==> src/hw/rtl/assert_macros.svh <==
// ----------------------------------------------------------------------------
// Assertion macros
// Shared concurrent assertion forms, clocked on clk and held off in reset.
// ----------------------------------------------------------------------------
`ifndef ASSERT_MACROS_SVH
`define ASSERT_MACROS_SVH

// same-cycle implication
`define CHK_NOW(label, ante, cons, msg) \
  label: assert property (@(posedge clk) disable iff (rst) (ante) |-> (cons)) \
    else $error(msg);

// next-cycle implication
`define CHK_NEXT(label, ante, cons, msg) \
  label: assert property (@(posedge clk) disable iff (rst) (ante) |=> (cons)) \
    else $error(msg);

`endif

==> src/hw/rtl/ale_pkg.sv <==
// ----------------------------------------------------------------------------
// ale_pkg
// Defaults and request / status codes of the array list engine.
// ----------------------------------------------------------------------------
package ale_pkg;

  localparam int DEPTH_DEF      = 128;
  localparam int DATA_WIDTH_DEF = 32;

  localparam logic [2:0] MODE_SEARCH = 3'd0;
  localparam logic [2:0] MODE_APPEND = 3'd1;
  localparam logic [2:0] MODE_INSERT = 3'd2;
  localparam logic [2:0] MODE_DELETE = 3'd3;
  localparam logic [2:0] MODE_READ   = 3'd4;

  localparam logic [1:0] ST_OK       = 2'd0;
  localparam logic [1:0] ST_FULL     = 2'd1;
  localparam logic [1:0] ST_NOTFOUND = 2'd2;
  localparam logic [1:0] ST_RANGE    = 2'd3;

endpackage

==> src/hw/rtl/ale_ram.sv <==
// ----------------------------------------------------------------------------
// ale_ram
// Entry store: one write port, one read port with registered read data.
// ----------------------------------------------------------------------------
module ale_ram #(
  parameter int DEPTH      = ale_pkg::DEPTH_DEF,
  parameter int DATA_WIDTH = ale_pkg::DATA_WIDTH_DEF
) (
  input  logic                          clk,
  input  logic                          we,
  input  logic [$clog2(DEPTH)-1:0]      waddr,
  input  logic [DATA_WIDTH-1:0]         wdata,
  input  logic [$clog2(DEPTH)-1:0]      raddr,
  output logic [DATA_WIDTH-1:0]         rdata
);

  logic [DATA_WIDTH-1:0] mem [DEPTH];

  always_ff @(posedge clk) begin
    if (we) begin
      mem[waddr] <= wdata;
    end
  end

  always_ff @(posedge clk) begin
    rdata <= mem[raddr];
  end

endmodule
==> config.mk <==
export PLATFORM = sky130hd
export DESIGN_NAME = ale_ram
export DESIGN_NICKNAME = d
export VERILOG_FILES = /design/src/hw/rtl/assert_macros.svh /design/src/hw/rtl/ale_pkg.sv /design/src/hw/rtl/ale_ram.sv
export SDC_FILE = /design/constraint.sdc
export NUM_CORES = 2
export LEC_CHECK = 0
export BUFFER_PORTS_ARGS = -buffer_cell sky130_fd_sc_hd__buf_2
export CAP_MARGIN = 40
export CELL_PAD_IN_SITES_DETAIL_PLACEMENT = 1
export CELL_PAD_IN_SITES_GLOBAL_PLACEMENT = 1
export CORE_AREA = 4 4 601 603
export CTS_CLUSTER_DIAMETER = 100
export DETAILED_ROUTE_END_ITERATION = 6
export DIE_AREA = 0 0 605 607
export MAX_ROUTING_LAYER = met4
export PLACE_DENSITY = 0.71
export SETUP_SLACK_MARGIN = 0.4
export SLEW_MARGIN = 20
export SYNTH_ARGS = -nofsm -noshare
export SYNTH_HDL_FRONTEND = slang
export SYNTH_SLANG_ARGS = --single-unit
export TNS_END_PERCENT = 30
==> constraint.sdc <==
create_clock -name clk -period 4.95 [get_ports clk]
set_clock_uncertainty 0.15 [all_clocks]
set_input_delay 0.7425 -clock clk [delete_from_list [all_inputs] [get_ports clk]]
set_output_delay 0.7425 -clock clk [all_outputs]
set_load 0.05 [all_outputs]
After elaboration in Yosys (flattened, before gate mapping)
Memory sizes are Yosys's and may differ from the RTL's. A register that Yosys moved wholly into a read port is not among the register bits.
Cells that the tools add are included.
{"block": "totals", "register_bits": 0, "mem_bits_rw": 4096, "in_bits": 48, "elab_cells": 3, "mem_count": 1}
{"name": "mem", "words": 128, "width": 32, "rd": 1, "rd_clocked_by_memory_dff": 1, "write_ports": 1, "line_no": "ale_ram.sv:17", "rtl": "logic [DATA_WIDTH-1:0] mem [DEPTH];"}
{"block": "op_classes", "mux": 2}
{"cell": "$mux W1", "n": 2}

Logic depth before layout (Yosys ltp)
{"block": "depth", "ltp_word": 2, "depth_mapped": 8}

Worst setup path before layout
OpenSTA, ideal clock, no wires.
{"block": "synth_timing", "path_kind": "in2reg", "startpoint": "input we", "endpoint": "memory mem[98][0] (netlist bit), enable pin", "arrival_time_ns": 3.520, "t_required_ns": 4.339, "setup_slack_ns": 0.819, "stages": 3, "path_buffers": 1, "path_cell_list": "clkbuf_1 > nand4_1 > nor3_1"}
{"block": "synth_via", "elab_chain_len": 2}
{"element": "from (decl)", "line_no": "ale_ram.sv:10", "rtl": "input logic we,"}
{"element": "$mux W1", "line_no": "ale_ram.sv:20", "rtl": "if (we) begin"}
{"element": "$mux W1 (not written as such)", "line_no": "ale_ram.sv:21", "rtl": "mem[waddr] <= wdata;"}
{"element": "to (decl)", "line_no": "ale_ram.sv:17"}
No other way between the ends.

==> flow_summary.ini <==
[clock_network]
cts-root-buf = clkbuf_16
numCtsBuffers = 399
htree_levels = 5
ctsResizeCount = 0
clockBufferDepth = 4
clock-sinks = 4128
cts_tree = yes
clk-insertion-delay-late_ps = 980
path_clk_slew_ps = 70

[finish]
fin_cells = 11726
drive_gt1_frac = 0.370
nets = 6576
syn_to_final_growth_pct = 15.4
fin_util = 0.507
fin_area_um2 = 180000

[sta]
fin_crit_sh = 0.694
finalSetupViolCount = 0
fmax_mhz = 291
holdWs_ps = 83.0
grt_setup_unrepaired = no
setup_slack_ps = 1520
finalMaxSlewViolations = 0
slew_headroom = 0.313
tightest_slew_ps = 1030
finalHoldViolCount = 0
finalSetupTns_ps = 0
fin_crit_ps = 3430

[placed_design]
dp_slack_ps = 615
place_congestion = 0.834
io_buffers = 79
hpwl_um = 251000
post_dp_cell_area_um2 = 166000
dp_cells = 10853

[yosys]
ys_top_cells_by_area = edfxtp_1, mux4_2, clkbuf_1, dfxtp_1, nor2_1
async_reset_ff_frac = 0
muxShareOfSynthArea = 0.196
synthesis.area_um2 = 156000
synth_xor_area_frac = 0
synth-edff-count = 4096
ys.flop_type = edfxtp_1
yosys_register_bits = 4128
synth-adder-area-share = 0
synth-simple-area-share = 0.00446
synth_top_family_by_area = multiplexers
ys_seq_area_frac = 0.791
synthTopCellsByCount = edfxtp_1, mux4_2, clkbuf_1
synth-compound-area-share = 0
syn_area_per_cell_um2 = 26.1
syn-num-nets = 6038
synth_most_common_cell = edfxtp_1
netlist-cell-type-count = 17
synth-warning-count = 0
netlist_instances = 5990
yosysTopAreaCellShare = 0.787
yosysTopAreaCell = edfxtp_1

[global_route]
globalRouteTotalUtil = 0.247
grt_overflow = 0
grt_max_degree = 84
first_global_vias = 75682
antenna_found_initial = 60
grt_pass1_wl_um = 614000

[power_and_ir_drop]
peakVddDrop_uv = 276
p_total_mw = 74.0
pwr_density_cell_nw_per_um2 = 410
power.leakage_nw = 55.2

[worst_hold_path]
whs_path_depth = 1
holdPathEnd = mem[50][20]
min_from = wdata[20]
hold_class = input pin to register

[detailed_routing]
wl_um = 440000
drtIter0Drc = 11957
top_layer_used = met4
num_vias = 72709
first_pass_iters = 5
wl_per_cell_um = 37.5
dr_wl_met3_um = 48000
wl_met2_um = 213000
viasPerCell = 6.20
drc_errors = 0
met1_length_um = 163000
ant_nets = 0

[floorplan]
die_w_um = 605
ios = 80
core_um2 = 355000
dieHeight_um = 607
start_util = 0.440
row_count = 219
dieArea_um2 = 367000

[worst_setup_path]
critPathArrivalTime_ps = 4080
worstReg2RegEnd = rdata[3]
start_kind = input pin
cp_max_fo = 29
required_ps = 5600
r2r_start = mem[20][3]
cp-end-kind = register
r2r_slack_ps = 2060
rr_worst_depth = 4
critPathKind = input pin to register

[status]
status = complete, no violations

[run]
maxCapViolCount = 0
cells by family (layout without fill, tap and decap cells):
| logic type | Yosys count | count (layout) |
|---|---|---|
| buffers and inverters | 316 | 1191 |
| multiplexers | 1376 | 1376 |
| other | 0 | 110 |
| flip-flops | 4128 | 4128 |
| AND/OR/NAND/NOR | 170 | 170 |
state kept, by name, summed over array words and instances (netlist names):
register / count
mem: 4096
rdata: 32
final cells by class:
| cell class | count | area, um^2 |
|---|---|---|
| clock inverters | 246 | 2680 |
| well taps | 4751 | 5940 |
| diodes | 110 | 275 |
| fillers | 30304 | 175000 |
| multi-input cells | 1546 | 32300 |
| flip-flops and latches | 4128 | 124000 |
| clock buffers | 492 | 10600 |
| repair buffers | 453 | 4920 |
report_power, final:
group          total (mW)  leakage (nW)  switching [mW]  internal (mW)
sequential           38.8          37.1           0.213           38.6
combinational        4.12          11.6            2.59           1.53
clock                31.1          6.51            13.2           17.9
cell usage in the layout, fill, tap and decap left out, types with 7 or more instances in the layout:
| cell type | count |
|---|---|
| buf_12 | 78 |
| buf_16 | 27 |
| buf_2 | 41 |
| buf_4 | 283 |
| buf_8 | 9 |
| bufinv_16 | 51 |
| clkbuf_1 | 72 |
| clkbuf_16 | 403 |
| clkbuf_8 | 17 |
| clkinv_1 | 75 |
| clkinv_2 | 84 |
| clkinv_8 | 8 |
| clkinvlp_4 | 10 |
| dfxtp_1 | 32 |
| diode_2 | 110 |
| dlygate4sd3_1 | 12 |
| edfxtp_1 | 4096 |
| inv_6 | 10 |
| mux2_2 | 32 |
| mux4_2 | 1344 |
| nand2_1 | 11 |
| nand3_1 | 8 |
| nor2_4 | 119 |
| nor2b_1 | 7 |
| nor3_2 | 9 |
critical path, cell delays in order:
cell and delay (ps):
buf_8 350, buf_4 410, buf_4 400, mux4_2 360
mux4_2 650, mux4_2 730, mux2_2 350
per-layer routing:
metal	global-route usage	vias up
met1	0.332	39761
met4	0.0930	0
li1	-	27589
met5	-	-
met3	0.0515	652
met2	0.375	4707
how the worst max path moves through the flow:
stage            endpoint     start  cells after the start
2_1_floorplan  mem[98][0]        we                      3
3_3_place_gp     rdata[0]  raddr[0]                      6
3_5_place_dp     rdata[0]  raddr[0]                      6
4_1_cts          rdata[0]  raddr[0]                      6
5_1_grt          rdata[1]  raddr[0]                      7
6_report         rdata[1]  raddr[2]                      7
repair_timing:
item	in CTS	in global routing
hold buffers	6	6
endpoints found under the hold margin	91	49
setup buffers	0	0
No activity file was read; power rests on OpenSTA's default activity.
